### src/hdl/its_pkg.sv
// Shared types and constants for the ISO 8601 timestamp to epoch converter.
// Used by the parser front end, the job queue and the epoch arithmetic back end.
`timescale 1ns / 1ps

package its_pkg;

    // One parsed timestamp, handed from the parser to the arithmetic unit.
    typedef struct packed {
        logic        ok;
        logic [13:0] year;
        logic [6:0]  month;
        logic [6:0]  day;
        logic [6:0]  hour;
        logic [6:0]  minute;
        logic [6:0]  second;
        logic [9:0]  millis;
    } job_t;

    localparam int QUEUE_DEPTH = 2;
    localparam int EPOCH_W     = 49;
    localparam int TDATA_W     = 56;

    // Reciprocal constants for the divisions by 400, by 100 and by 5.
    localparam logic [12:0] RECIP_400 = 13'd5243;   // 2^21 / 400, rounded up
    localparam logic [15:0] RECIP_5   = 16'd52429;  // 2^18 / 5, rounded up
    localparam logic [5:0]  RECIP_100 = 6'd41;      // 2^12 / 100, rounded up

    localparam logic signed [23:0] DAYS_PER_ERA = 24'sd146097;
    localparam logic signed [23:0] EPOCH_SHIFT  = 24'sd719468;
    localparam logic signed [51:0] MS_PER_DAY   = 52'sd86400000;

endpackage

### src/hdl/iso_timestamp_to_epoch_ms.sv
// ISO 8601 UTC timestamp (YYYY-MM-DDTHH:MM:SS[.fff...]Z) to Unix epoch milliseconds.
// The parser takes one character per cycle; each string's last beat queues one job
// (two-entry queue), and the arithmetic sequencer takes each job from idle through
// ERA, YOE, DOE, DAYS, SCALE and OUT, waiting in OUT while the output register is
// full, then loads it. Long strings therefore run at one character per cycle;
// strings shorter than the sequencer's state count are limited by it, and the
// input stalls while the queue is full. Every string yields exactly one output beat.
`timescale 1ns / 1ps

module iso_timestamp_to_epoch_ms
    import its_pkg::*;
(
    input  logic               clk,
    input  logic               rst_n,
    input  logic               s_axis_tvalid,
    output logic               s_axis_tready,
    input  logic [7:0]         s_axis_tdata,   // [7:0] text_char
    input  logic               s_axis_tlast,   // end_of_text
    output logic               m_axis_tvalid,
    input  logic               m_axis_tready,
    output logic [TDATA_W-1:0] m_axis_tdata,   // [48:0] epoch_millis, rest zero
    output logic               m_axis_tuser    // [0] parse_ok
);

    logic               char_accept;
    logic               job_push;
    job_t               front_job;
    job_t               queue_job;
    logic               job_pop;
    logic               queue_full;
    logic               queue_empty;
    logic [EPOCH_W-1:0] epoch;

    assign s_axis_tready = !queue_full;
    assign char_accept   = s_axis_tvalid && s_axis_tready;
    assign m_axis_tdata  = {{(TDATA_W - EPOCH_W){1'b0}}, epoch};

    its_front u_front (
        .clk         (clk),
        .rst_n       (rst_n),
        .char_accept (char_accept),
        .text_char   (s_axis_tdata),
        .end_of_text (s_axis_tlast),
        .job_push    (job_push),
        .job         (front_job)
    );

    its_queue u_queue (
        .clk      (clk),
        .rst_n    (rst_n),
        .push     (job_push),
        .push_job (front_job),
        .pop      (job_pop),
        .pop_job  (queue_job),
        .full     (queue_full),
        .empty    (queue_empty)
    );

    its_back u_back (
        .clk       (clk),
        .rst_n     (rst_n),
        .job_empty (queue_empty),
        .job_in    (queue_job),
        .job_pop   (job_pop),
        .out_valid (m_axis_tvalid),
        .out_ready (m_axis_tready),
        .out_ok    (m_axis_tuser),
        .out_epoch (epoch)
    );

endmodule

### src/hdl/its_front.sv
// Character parser: checks the timestamp format and builds the decimal fields.
// Depends on its_pkg; hands one job per string to the queue.
`timescale 1ns / 1ps

module its_front
    import its_pkg::*;
(
    input  logic       clk,
    input  logic       rst_n,
    input  logic       char_accept,
    input  logic [7:0] text_char,
    input  logic       end_of_text,
    output logic       job_push,
    output job_t       job
);

    localparam logic [7:0] CHAR_DASH  = 8'h2D;
    localparam logic [7:0] CHAR_COLON = 8'h3A;
    localparam logic [7:0] CHAR_DOT   = 8'h2E;
    localparam logic [7:0] CHAR_T     = 8'h54;
    localparam logic [7:0] CHAR_Z     = 8'h5A;
    localparam logic [7:0] CHAR_ZERO  = 8'h30;

    localparam logic [4:0] POS_SUFFIX = 5'd19;
    localparam logic [4:0] POS_FRAC   = 5'd20;

    logic [4:0]  pos_reg, pos_next;
    logic [13:0] year_reg, year_next;
    logic [6:0]  month_reg, month_next;
    logic [6:0]  day_reg, day_next;
    logic [6:0]  hour_reg, hour_next;
    logic [6:0]  minute_reg, minute_next;
    logic [6:0]  second_reg, second_next;
    logic [9:0]  millis_reg, millis_next;
    logic [1:0]  frac_cnt_reg, frac_cnt_next;
    logic        bad_reg, bad_next;

    logic        digit;
    logic [3:0]  dval;
    logic [7:0]  dsub;
    logic [9:0]  weight;
    logic        is_z;

    always_comb
    begin
        digit  = text_char inside {[8'h30:8'h39]};
        dsub   = text_char - CHAR_ZERO;
        dval   = digit ? dsub[3:0] : 4'd0;
        is_z   = (text_char == CHAR_Z);
        case (frac_cnt_reg)
            2'd0:    weight = 10'd100;
            2'd1:    weight = 10'd10;
            default: weight = 10'd1;
        endcase

        pos_next      = pos_reg;
        year_next     = year_reg;
        month_next    = month_reg;
        day_next      = day_reg;
        hour_next     = hour_reg;
        minute_next   = minute_reg;
        second_next   = second_reg;
        millis_next   = millis_reg;
        frac_cnt_next = frac_cnt_reg;
        bad_next      = bad_reg;

        if (pos_reg < POS_SUFFIX)
        begin
            if (pos_reg == 5'd4 || pos_reg == 5'd7)
            begin
                if (text_char != CHAR_DASH) bad_next = 1'b1;
            end
            else if (pos_reg == 5'd10)
            begin
                if (text_char != CHAR_T) bad_next = 1'b1;
            end
            else if (pos_reg == 5'd13 || pos_reg == 5'd16)
            begin
                if (text_char != CHAR_COLON) bad_next = 1'b1;
            end
            else if (!digit)
                bad_next = 1'b1;
            else if (pos_reg < 5'd4)
                year_next = 14'(year_reg * 14'd10 + {10'd0, dval});
            else if (pos_reg < 5'd7)
                month_next = 7'(month_reg * 7'd10 + {3'd0, dval});
            else if (pos_reg < 5'd10)
                day_next = 7'(day_reg * 7'd10 + {3'd0, dval});
            else if (pos_reg < 5'd13)
                hour_next = 7'(hour_reg * 7'd10 + {3'd0, dval});
            else if (pos_reg < 5'd16)
                minute_next = 7'(minute_reg * 7'd10 + {3'd0, dval});
            else
                second_next = 7'(second_reg * 7'd10 + {3'd0, dval});
        end
        else if (pos_reg == POS_SUFFIX)
        begin
            if (is_z)
            begin
                if (!end_of_text) bad_next = 1'b1;
            end
            else if (text_char != CHAR_DOT)
                bad_next = 1'b1;
        end
        else
        begin
            if (digit)
            begin
                // Digits past the third are checked but carry no weight.
                if (frac_cnt_reg != 2'd3)
                begin
                    millis_next   = 10'(millis_reg + weight * {6'd0, dval});
                    frac_cnt_next = frac_cnt_reg + 2'd1;
                end
            end
            else if (is_z)
            begin
                if (!end_of_text) bad_next = 1'b1;
            end
            else
                bad_next = 1'b1;
        end

        if (pos_reg < POS_FRAC) pos_next = pos_reg + 5'd1;
    end

    // The closing 'Z' never changes a field, so the stored fields are final.
    always_comb
    begin
        job_push   = char_accept && end_of_text;
        job.ok     = !bad_reg && (pos_reg >= POS_SUFFIX) && is_z;
        job.year   = year_reg;
        job.month  = month_reg;
        job.day    = day_reg;
        job.hour   = hour_reg;
        job.minute = minute_reg;
        job.second = second_reg;
        job.millis = millis_reg;
    end

    always_ff @(posedge clk or negedge rst_n)
    begin
        if (!rst_n)
        begin
            pos_reg      <= '0;
            year_reg     <= '0;
            month_reg    <= '0;
            day_reg      <= '0;
            hour_reg     <= '0;
            minute_reg   <= '0;
            second_reg   <= '0;
            millis_reg   <= '0;
            frac_cnt_reg <= '0;
            bad_reg      <= 1'b0;
        end
        else if (char_accept)
        begin
            if (end_of_text)
            begin
                pos_reg      <= '0;
                year_reg     <= '0;
                month_reg    <= '0;
                day_reg      <= '0;
                hour_reg     <= '0;
                minute_reg   <= '0;
                second_reg   <= '0;
                millis_reg   <= '0;
                frac_cnt_reg <= '0;
                bad_reg      <= 1'b0;
            end
            else
            begin
                pos_reg      <= pos_next;
                year_reg     <= year_next;
                month_reg    <= month_next;
                day_reg      <= day_next;
                hour_reg     <= hour_next;
                minute_reg   <= minute_next;
                second_reg   <= second_next;
                millis_reg   <= millis_next;
                frac_cnt_reg <= frac_cnt_next;
                bad_reg      <= bad_next;
            end
        end
    end

endmodule

### src/hdl/its_queue.sv
// Two-entry job queue between the parser and the epoch arithmetic.
// Depends on its_pkg for the job type and depth.
`timescale 1ns / 1ps

module its_queue
    import its_pkg::*;
(
    input  logic clk,
    input  logic rst_n,
    input  logic push,
    input  job_t push_job,
    input  logic pop,
    output job_t pop_job,
    output logic full,
    output logic empty
);

    localparam int PTR_W = $clog2(QUEUE_DEPTH);
    localparam int CNT_W = $clog2(QUEUE_DEPTH + 1);

    job_t             entry_reg [QUEUE_DEPTH];
    logic [PTR_W-1:0] wr_ptr_reg;
    logic [PTR_W-1:0] rd_ptr_reg;
    logic [CNT_W-1:0] count_reg;

    assign full    = (count_reg == CNT_W'(QUEUE_DEPTH));
    assign empty   = (count_reg == '0);
    assign pop_job = entry_reg[rd_ptr_reg];

    always_ff @(posedge clk)
    begin
        if (push && !full) entry_reg[wr_ptr_reg] <= push_job;
    end

    always_ff @(posedge clk or negedge rst_n)
    begin
        if (!rst_n)
        begin
            wr_ptr_reg <= '0;
            rd_ptr_reg <= '0;
            count_reg  <= '0;
        end
        else
        begin
            if (push && !full)
                wr_ptr_reg <= (wr_ptr_reg == PTR_W'(QUEUE_DEPTH - 1)) ? '0 : wr_ptr_reg + 1'b1;
            if (pop && !empty)
                rd_ptr_reg <= (rd_ptr_reg == PTR_W'(QUEUE_DEPTH - 1)) ? '0 : rd_ptr_reg + 1'b1;
            if ((push && !full) && !(pop && !empty))
                count_reg <= count_reg + 1'b1;
            else if (!(push && !full) && (pop && !empty))
                count_reg <= count_reg - 1'b1;
        end
    end

endmodule

### src/hdl/its_back.sv
// Epoch arithmetic: days-from-civil and the scale to milliseconds. Depends on its_pkg;
// takes queue jobs and loads the output register, one step per cycle while it is free.
`timescale 1ns / 1ps

module its_back
    import its_pkg::*;
(
    input  logic                 clk,
    input  logic                 rst_n,
    input  logic                 job_empty,
    input  job_t                 job_in,
    output logic                 job_pop,
    output logic                 out_valid,
    input  logic                 out_ready,
    output logic                 out_ok,
    output logic [EPOCH_W-1:0]   out_epoch
);

    typedef enum logic [2:0] {
        ST_IDLE,
        ST_ERA,
        ST_YOE,
        ST_DOE,
        ST_DAYS,
        ST_SCALE,
        ST_OUT
    } state_t;

    state_t               state_reg;
    logic                 out_valid_reg;
    logic                 out_ok_reg;
    logic [EPOCH_W-1:0]   out_epoch_reg;

    job_t                 job_reg;
    logic                 neg_reg;
    logic [13:0]          ypos_reg;
    logic [5:0]           era_q_reg;
    logic [14:0]          mp153_reg;
    logic [18:0]          hms_reg;
    logic [8:0]           yoe_reg;
    logic [12:0]          doy_reg;
    logic [28:0]          tod_reg;
    logic [18:0]          doe_reg;
    logic signed [23:0]   era_days_reg;
    logic signed [23:0]   days_reg;
    logic signed [51:0]   days_ms_reg;

    logic                 early_month;
    logic [13:0]          ypos_next;
    logic                 neg_next;
    logic [26:0]          era_prod;
    logic [6:0]           mp;
    logic [14:0]          mp153_next;
    logic [18:0]          hms_next;
    logic [8:0]           yoe_next;
    logic [30:0]          doy_prod;
    logic [12:0]          doy_next;
    logic [28:0]          tod_next;
    logic [17:0]          yoe365;
    logic [13:0]          yoe41;
    logic [18:0]          doe_next;
    logic signed [23:0]   era_ext;
    logic signed [23:0]   era_days_next;
    logic signed [23:0]   doe_ext;
    logic signed [23:0]   days_next;
    logic signed [51:0]   days_ext;
    logic signed [51:0]   days_ms_next;
    logic [51:0]          total;
    logic                 out_free;

    assign out_free  = !out_valid_reg || out_ready;
    assign job_pop   = (state_reg == ST_IDLE) && !job_empty;
    assign out_valid = out_valid_reg;
    assign out_ok    = out_ok_reg;
    assign out_epoch = out_epoch_reg;

    always_comb
    begin
        // Year, era and month shift; also the time of day in seconds.
        early_month = (job_reg.month <= 7'd2);
        ypos_next   = job_reg.year - {13'd0, early_month};
        neg_next    = (job_reg.year == 14'd0) && early_month;
        era_prod    = {13'd0, ypos_next} * {14'd0, RECIP_400};
        mp          = early_month ? 7'(job_reg.month + 7'd9) : 7'(job_reg.month - 7'd3);
        mp153_next  = 15'({8'd0, mp} * 15'd153 + 15'd2);
        hms_next    = 19'({12'd0, job_reg.hour} * 19'd3600 + {12'd0, job_reg.minute} * 19'd60
                          + {12'd0, job_reg.second});

        // Year of era, day of year, time of day in milliseconds.
        yoe_next    = neg_reg ? 9'd399 : 9'(ypos_reg - 14'({8'd0, era_q_reg} * 14'd400));
        doy_prod    = {16'd0, mp153_reg} * {15'd0, RECIP_5};
        doy_next    = 13'(doy_prod[30:18] + {6'd0, job_reg.day} - 13'd1);
        tod_next    = 29'({10'd0, hms_reg} * 29'd1000 + {19'd0, job_reg.millis});

        // Day of era and the era's day offset.
        yoe365      = 18'({9'd0, yoe_reg} * 18'd365);
        yoe41       = 14'({5'd0, yoe_reg} * {8'd0, RECIP_100});
        doe_next    = 19'({1'b0, yoe365} + {12'd0, yoe_reg[8:2]} - {17'd0, yoe41[13:12]}
                          + {{6{doy_reg[12]}}, doy_reg});
        era_ext     = neg_reg ? -24'sd1 : $signed({18'd0, era_q_reg});
        era_days_next = era_ext * DAYS_PER_ERA;

        doe_ext     = $signed({{5{doe_reg[18]}}, doe_reg});
        days_next   = era_days_reg + doe_ext - EPOCH_SHIFT;

        days_ext    = $signed({{28{days_reg[23]}}, days_reg});
        days_ms_next = days_ext * MS_PER_DAY;

        total       = days_ms_reg + $signed({23'd0, tod_reg});
    end

    always_ff @(posedge clk)
    begin
        case (state_reg)
            ST_IDLE:
            begin
                if (!job_empty) job_reg <= job_in;
            end
            ST_ERA:
            begin
                ypos_reg  <= ypos_next;
                neg_reg   <= neg_next;
                era_q_reg <= era_prod[26:21];
                mp153_reg <= mp153_next;
                hms_reg   <= hms_next;
            end
            ST_YOE:
            begin
                yoe_reg <= yoe_next;
                doy_reg <= doy_next;
                tod_reg <= tod_next;
            end
            ST_DOE:
            begin
                doe_reg      <= doe_next;
                era_days_reg <= era_days_next;
            end
            ST_DAYS:
            begin
                days_reg <= days_next;
            end
            ST_SCALE:
            begin
                days_ms_reg <= days_ms_next;
            end
            default:
            begin
            end
        endcase
    end

    always_ff @(posedge clk or negedge rst_n)
    begin
        if (!rst_n)
        begin
            state_reg     <= ST_IDLE;
            out_valid_reg <= 1'b0;
            out_ok_reg    <= 1'b0;
            out_epoch_reg <= '0;
        end
        else
        begin
            out_valid_reg <= (state_reg == ST_OUT && out_free) || (out_valid_reg && !out_ready);
            case (state_reg)
                ST_IDLE:  if (!job_empty) state_reg <= ST_ERA;
                ST_ERA:   state_reg <= ST_YOE;
                ST_YOE:   state_reg <= ST_DOE;
                ST_DOE:   state_reg <= ST_DAYS;
                ST_DAYS:  state_reg <= ST_SCALE;
                ST_SCALE: state_reg <= ST_OUT;
                ST_OUT:
                begin
                    if (out_free)
                    begin
                        out_ok_reg    <= job_reg.ok;
                        out_epoch_reg <= job_reg.ok ? total[EPOCH_W-1:0] : '0;
                        state_reg     <= ST_IDLE;
                    end
                end
                default:  state_reg <= ST_IDLE;
            endcase
        end
    end

`ifndef SYNTHESIS
    a_bad_is_zero: assert property (@(posedge clk) disable iff (!rst_n)
        out_valid_reg && !out_ok_reg |-> out_epoch_reg == '0)
        else $error("failed parse carries a nonzero epoch");

    a_pop_when_idle: assert property (@(posedge clk) disable iff (!rst_n)
        job_pop |=> state_reg == ST_ERA)
        else $error("job taken but sequencer did not start");

    a_load_sets_valid: assert property (@(posedge clk) disable iff (!rst_n)
        state_reg == ST_OUT && out_free |=> out_valid_reg && state_reg == ST_IDLE)
        else $error("finished job not placed in output register");
`endif

endmodule
### config.mk
export PLATFORM = sky130hd
export DESIGN_NAME = iso_timestamp_to_epoch_ms
export DESIGN_NICKNAME = d
export VERILOG_FILES = /design/src/hdl/its_pkg.sv /design/src/hdl/iso_timestamp_to_epoch_ms.sv /design/src/hdl/its_front.sv /design/src/hdl/its_queue.sv /design/src/hdl/its_back.sv
export SDC_FILE = /design/constraint.sdc
export NUM_CORES = 2
export LEC_CHECK = 0
export BUFFER_PORTS_ARGS = -buffer_cell sky130_fd_sc_hd__buf_2
export CAP_MARGIN = 40
export CORE_MARGIN = 1.5
export CORE_UTILIZATION = 44
export CTS_BUF_LIST = sky130_fd_sc_hd__clkbuf_4 sky130_fd_sc_hd__clkbuf_8 sky130_fd_sc_hd__clkbuf_16
export CTS_CLUSTER_SIZE = 14
export DETAILED_ROUTE_END_ITERATION = 8
export GPL_ROUTABILITY_DRIVEN = 0
export PLACE_DENSITY = 0.62
export SETUP_SLACK_MARGIN = 0.4
export SLEW_MARGIN = 25
export SYNTH_ARGS = -nofsm -noshare
export SYNTH_HDL_FRONTEND = slang
export SYNTH_SLANG_ARGS = --single-unit
export TNS_END_PERCENT = 30
### constraint.sdc
create_clock -name clk -period 9.1 [get_ports clk]
set_input_delay 1.82 -clock clk [delete_from_list [all_inputs] [get_ports clk]]
set_output_delay 1.82 -clock clk [all_outputs]
set_load 0.02 [all_outputs]
# [After elaboration in Yosys (flattened, before gate mapping)]
# Memory sizes are Yosys's and may differ from the RTL's. A register that Yosys moved wholly into a read port is not among the register bits.
# Index checks and enable logic that the tools add are counted.
[totals] reg_bits=332 ramBits=120 n_memories=1
[memory_table] name="u_queue.entry_reg" words=2 width=60 read_ports=1 rd_ports_with_merged_regs=1 wr=1 line="its_queue.sv:21" rtl="job_t entry_reg [QUEUE_DEPTH];"
[classes] add_sub_neg=30 mul=18 magnitude_cmp=11 eq_ne=36 n_mux=94 bitwise_logic=1 reduce_logical=50
[ops] op="2-to-1 mux 7 bit" n=50
[ops] op="2-to-1 mux 14 bit" n=7
[ops] op="2-to-1 mux 10 bit" n=5
[ops] op="adder 49 x 30 -> 49 bit" n=1
[ops] op="2-to-1 mux 49 bit" n=1
[ops] op="multiplier 24 x 18 -> 39 bit (second input constant)" n=1
[ops] op="adder 7 x 4 -> 7 bit" n=5
[ops] op="multiplier 7 x 3 -> 6 bit (second input constant)" n=5
[ops] op="multiplier 15 x 16 -> 31 bit (second input constant)" n=1
[ops] op="multiplier 7 x 8 -> 15 bit (second input constant)" n=2
[ops] op="adder 29 x 10 -> 29 bit" n=1
[ops] op="multiplier 14 x 13 -> 27 bit (second input constant)" n=1
[ops] op="multiplier 19 x 7 -> 26 bit (second input constant)" n=1
[ops] op="adder 24 x 19 -> 24 bit" n=1
[ops] op="multiplier 24 x 19 -> 24 bit (second input constant)" n=1
[ops] op="2-to-1 mux 24 bit" n=1
[ops] op="!= test 2 bit (second input constant)" n=12
[ops] op="!= test 8 x 6 -> 1 bit (second input constant)" n=3
[ops] op="subtractor 24 x 21 -> 24 bit (second input constant)" n=1
[ops] op="AND reduction 11 bit" n=2
[ops] op="case mux 3 bit (7 select lines)" n=1
[ops] op="nonzero test 2 bit" n=10
[ops] op="adder 18 x 7 -> 19 bit" n=1
[ops] op="adder 19 x 13 -> 19 bit" n=1
[ops] op="other kinds (64)" n=125

# [Depth between registers and ports, before layout]
[depth] depth_word=15 ltp_mapped=37

# [Modules after synthesis]
# Synthesis repeated with hierarchy kept, for this count alone.
[hier_totals] cells_unflattened=4667 hier_area_um2=51458.1
[by_module_without_submodules] module="its_back" n_inst=1 cells_each=3828 area_each_um2=40430.0 seq_area_each_um2=9369.0
[by_module_without_submodules] module="its_front" n_inst=1 cells_each=623 area_each_um2=6133.4 seq_area_each_um2=1676.6
[by_module_without_submodules] module="its_queue" n_inst=1 cells_each=206 area_each_um2=4828.4 seq_area_each_um2=3703.6
[by_module_without_submodules] module="iso_timestamp_to_epoch_ms" n_inst=1 cells_each=10 area_each_um2=66.3 seq_area_each_um2=0.0

# [Least setup slack after synthesis]
# Ideal clock, no wire load.
[synth_path] path_kind="flip-flop to flip-flop" startpoint="register u_back.mp153_reg[4]" endpoint="register u_back.doy_reg[12], data pin" arrival_ns=7.169 required_ns=8.838 path_slack_ns=1.669 path_stages_with_launch=36 synth_period_minus_slack_ns=7.431 cell_sequence="edfxtp_1 inv_1 ha_1 inv_1 fa_1 inv_1 fa_1 inv_1 fa_1 inv_1 fa_1 inv_1 ha_1 ha_1 a211o_1 a2111oi_0 or4b_2 nand2_1 o21ai_0 a21boi_0 o21ai_0 nand2b_1 xnor2_1 ha_1 inv_1 ha_1 nand2_1 o211ai_1 a31oi_1 nor2b_1 o21a_1 o21ai_0 nand2b_1 a21oi_1 xnor2_1 xnor2_1"
[synth_via] elab_chain_len=3
[synth_lines] element="start, declared" line="its_back.sv:38" rtl="logic [14:0] mp153_reg;"
[synth_lines] element="start signal, assigned" line="its_back.sv:124" rtl="mp153_reg <= mp153_next;"
[synth_lines] element="multiplier 15 x 16 -> 31 bit" line="its_back.sv:91" rtl="doy_prod = {16'd0, mp153_reg} * {15'd0, RECIP_5};"
[synth_lines] element="adder 13 x 7 -> 13 bit" line="its_back.sv:92" rtl="doy_next = 13'(doy_prod[30:18] + {6'd0, job_reg.day} - 13'd1);"
[synth_lines] element="subtractor 13 x 1 -> 13 bit" line="its_back.sv:92"
[synth_lines] element="named net u_back.doy_next[12]" line="its_back.sv:57" rtl="logic [12:0] doy_next;"
[synth_lines] element="end signal, assigned" line="its_back.sv:130" rtl="doy_reg <= doy_next;"
[synth_lines] element="end, declared" line="its_back.sv:41" rtl="logic [12:0] doy_reg;"
# The timed path passes the listed nets, and every way through them passes these cells.
# A chain may end at the register's enable or synchronous reset.

# [Final worst setup path]
[layout_path] startpoint="register u_back.job_reg[41] in the netlist's numbering" endpoint="register u_back.era_q_reg[5], data pin"
[layout_via] elab_chain_len=3
[layout_lines] element="start, declared" line="its_back.sv:34" rtl="job_t job_reg;"
[layout_lines] element="start signal, assigned" line="its_back.sv:117" rtl="if (!job_empty) job_reg <= job_in;"
[layout_lines] element="<= comparator 7 x 2 -> 1 bit" line="its_back.sv:80" rtl="early_month = (job_reg.month <= 7'd2);"
[layout_lines] element="subtractor 14 x 1 -> 14 bit" line="its_back.sv:81" rtl="ypos_next = job_reg.year - {13'd0, early_month};"
[layout_lines] element="multiplier 14 x 13 -> 27 bit" line="its_back.sv:83" rtl="era_prod = {13'd0, ypos_next} * {14'd0, RECIP_400};"
[layout_lines] element="named net u_back.era_prod[26]" line="its_back.sv:51" rtl="logic [26:0] era_prod;"
[layout_lines] element="end signal, assigned" line="its_back.sv:123" rtl="era_q_reg <= era_prod[26:21];"
[layout_lines] element="end, declared" line="its_back.sv:37" rtl="logic [5:0] era_q_reg;"
# The timed path passes the listed nets, and every way through them passes these cells.

==> flow_summary.toml <==
[cells_and_area]
fillers = 10401
area_growth_pct = 8.83
final_nets = 6103
fin_area_mm2 = 0.0551
largest_reg_flops = 120
final_cell_mix = "912 x inv_1, 879 x ha_1, 486 x fa_1"
mostFrequentLayoutCell = "inv_1"
drive_gt1_frac = 0.0724
antennaDiodeCount = 0

[yosys]
yosys.area.top_type = "edfxtp_1"
synth-edff-count = 387
synthArstFlopShare = 0.244
yosysTopAreaCellShare = 0.229
netlist_instances = 4614
yosysUniqueCellTypes = 88
yosys-top-cells-area = "edfxtp_1 23%, ha_1 22%, fa_1 19%"
ys.flop_type = "edfxtp_1"
synthAdderAreaFrac = 0.409
synth_xor_area_frac = 0.0596
synth_top_family_by_area = "adder cells"
synth-simple-area-share = 0.0682
synth-seq-cells = 512
synth_compound_area_frac = 0.0798
synth-seq-area-share = 0.291
yosys_warnings = 0
netlist_area_mm2 = 0.0506
synthMuxAreaShare = 0.0188
synth.avg_cell_area_um2 = 11.0

[timing]
fmax_ghz = 0.123
fin_crit_ps = 8120
setup_viol = 0
finalSetupTns_ps = 0
hold_violations = 0
rsz0062_at_grt = "true"
worst-slew-pin-transition_ps = 871
drv_slew = 0
period_share = 0.893
slew_headroom = 0.412
finalClockSkew_ps = 34.2

[setup_path]
cp.arrival_ps = 8520
required_ps = 9500
crit_path_start_kind = "flop"
critical_path_class = "flop to flop"
critPathBufInv = 5
cp_top_family = "adder cells"
crit_fanout = 5
end_kind = "flop"
max_stage_delay_ps = 580
crit_top_cell = "inv_1"
worst_path_max_delay_cell = "fa_1"

[detailed_routing]
dr.pass1.iters = 5
drt-initial-drc-count = 1286
wl_mm = 96.5
wl_per_cell_um = 15.4
ant_nets = 0
num_vias = 31289
drc = 0
via_per_inst = 4.98

[cts]
htreeDepth = 2
clock-sinks = 512
root_buffer = "clkbuf_16"
clk_pin_slew_ps = 60
cts_tree = "done"
ctsResizeCount = 0
post-cts-setup-buffers = 0
clk_path_buf_depth = 3
cts_made_buffers = 61
clock_latency_ps = 670
cts_hold_buf = 0

[floorplan]
core_mm2 = 0.114
boundaryPins = 72
dieWidth_um = 342
initial_utilization = 0.444
die_area_mm2 = 0.117
die_h_um = 342
fp-row-count = 124

[global_routing]
grt_pass1_wl_mm = 162
grt_use_met1 = 0.229
grt_overflow = 0
grtUsageMet2 = 0.293
grt-busiest-layer = "met2"
grt_start_max_net_pins = 69
antenna_found_initial = 2
track_usage = 0.169
grt_pass1_vias = 32435
use_met3 = 0.0157

[min_path]
hold_path_class = "flop to flop"

[placement]
portBuffers = 64
dp_hpwl_mm = 79.4
place_area_mm2 = 0.0530

[run_status]
status = "complete, no violations"

[run]
drv_cap = 0
-- logic make-up (layout without fill, tap and decap cells) --
| kind of cell | Yosys count | after routing |
|---|---|---|
| buffers and inverters | 977 | 1131 |
| xor gates and xnor gates | 342 | 342 |
| adders and majority gates | 1365 | 1365 |
| and+or+nand+nor | 703 | 703 |
| muxes | 85 | 85 |
| other | 2 | 11 |
| AOI/OAI and AO/OA | 628 | 628 |
| DFF | 512 | 512 |
-- worst register-to-register path, delay by kind of cell (launching register included) --
family          cells  cell delay [ps]
simple gates        6             1770
flops               1              430
xor+xnor            2              600
compound gates      6             1330
buf+inv             5              500
fa+ha+maj           8             3220
-- layer usage --
metal	share of wire	wire, µm	vias up
li1	-	-	15651
met3	0.023	2190	103
met5	0	0	-
met1	0.47	45700	15221
met4	0.022	2090	0
met2	0.48	46500	314
-- cell usage after synthesis, types with 12 or more instances --
cell	instances
dfrtp_1	125
xor2_1	90
a22o_1	15
and2_1	23
nor3_1	47
o31ai_1	24
a31oi_1	23
nor2_1	166
clkbuf_1	52
nor3b_1	24
ha_1	879
a211oi_1	12
fa_1	486
a211o_1	12
o21a_1	22
nor2b_1	37
inv_1	913
nand2b_1	38
a21oi_1	163
o21bai_1	32
a21o_1	80
o21ai_0	160
or2_2	18
mux2_2	80
and3_1	25
nand3_1	40
edfxtp_1	387
nand2_1	217
xnor2_1	250
-- final cells by class --
cell class,instances,area [µm²],area share
repair buffers,101,677,0.0123
clock buffers,77,1700,0.0309
multi-input cells,3134,32300,0.586
inverters,915,3430,0.0623
clock inverters,38,372,0.00674
flip-flops and latches,512,14800,0.268
well taps,1512,1890,0.0343
-- stage by stage --
stage	hold WS [ps]	util	setup slack, ps	instances
finish	419	0.483	976	6289
global route	425	0.483	347	6289
CTS	418	0.482	898	6288
detailed placement	405	0.464	962	6173
global placement	404	0.463	1110	6162
floorplan	400	-	1670	4623
-- final timing paths --
kind                                              to  cells past startpoint  slack [ps]          startpoint
worst max-delay path             u_back.era_q_reg[5]                     27         980  u_back.job_reg[41]
worst min-delay path               u_back.tod_reg[1]                      0         420   u_back.job_reg[1]
worst max register to register   u_back.era_q_reg[5]                     27         980  u_back.job_reg[41]
worst min register to register     u_back.tod_reg[1]                      0         420   u_back.job_reg[1]
max in group asynchronous        u_back.out_epoch[1]                      3        6730               rst_n
min in group asynchronous       u_front.month_reg[5]                      1        1160               rst_n
Power is left out: the tool's default activity adds up to more than one toggle a clock period on the data nets, which glitch-free logic cannot reach.
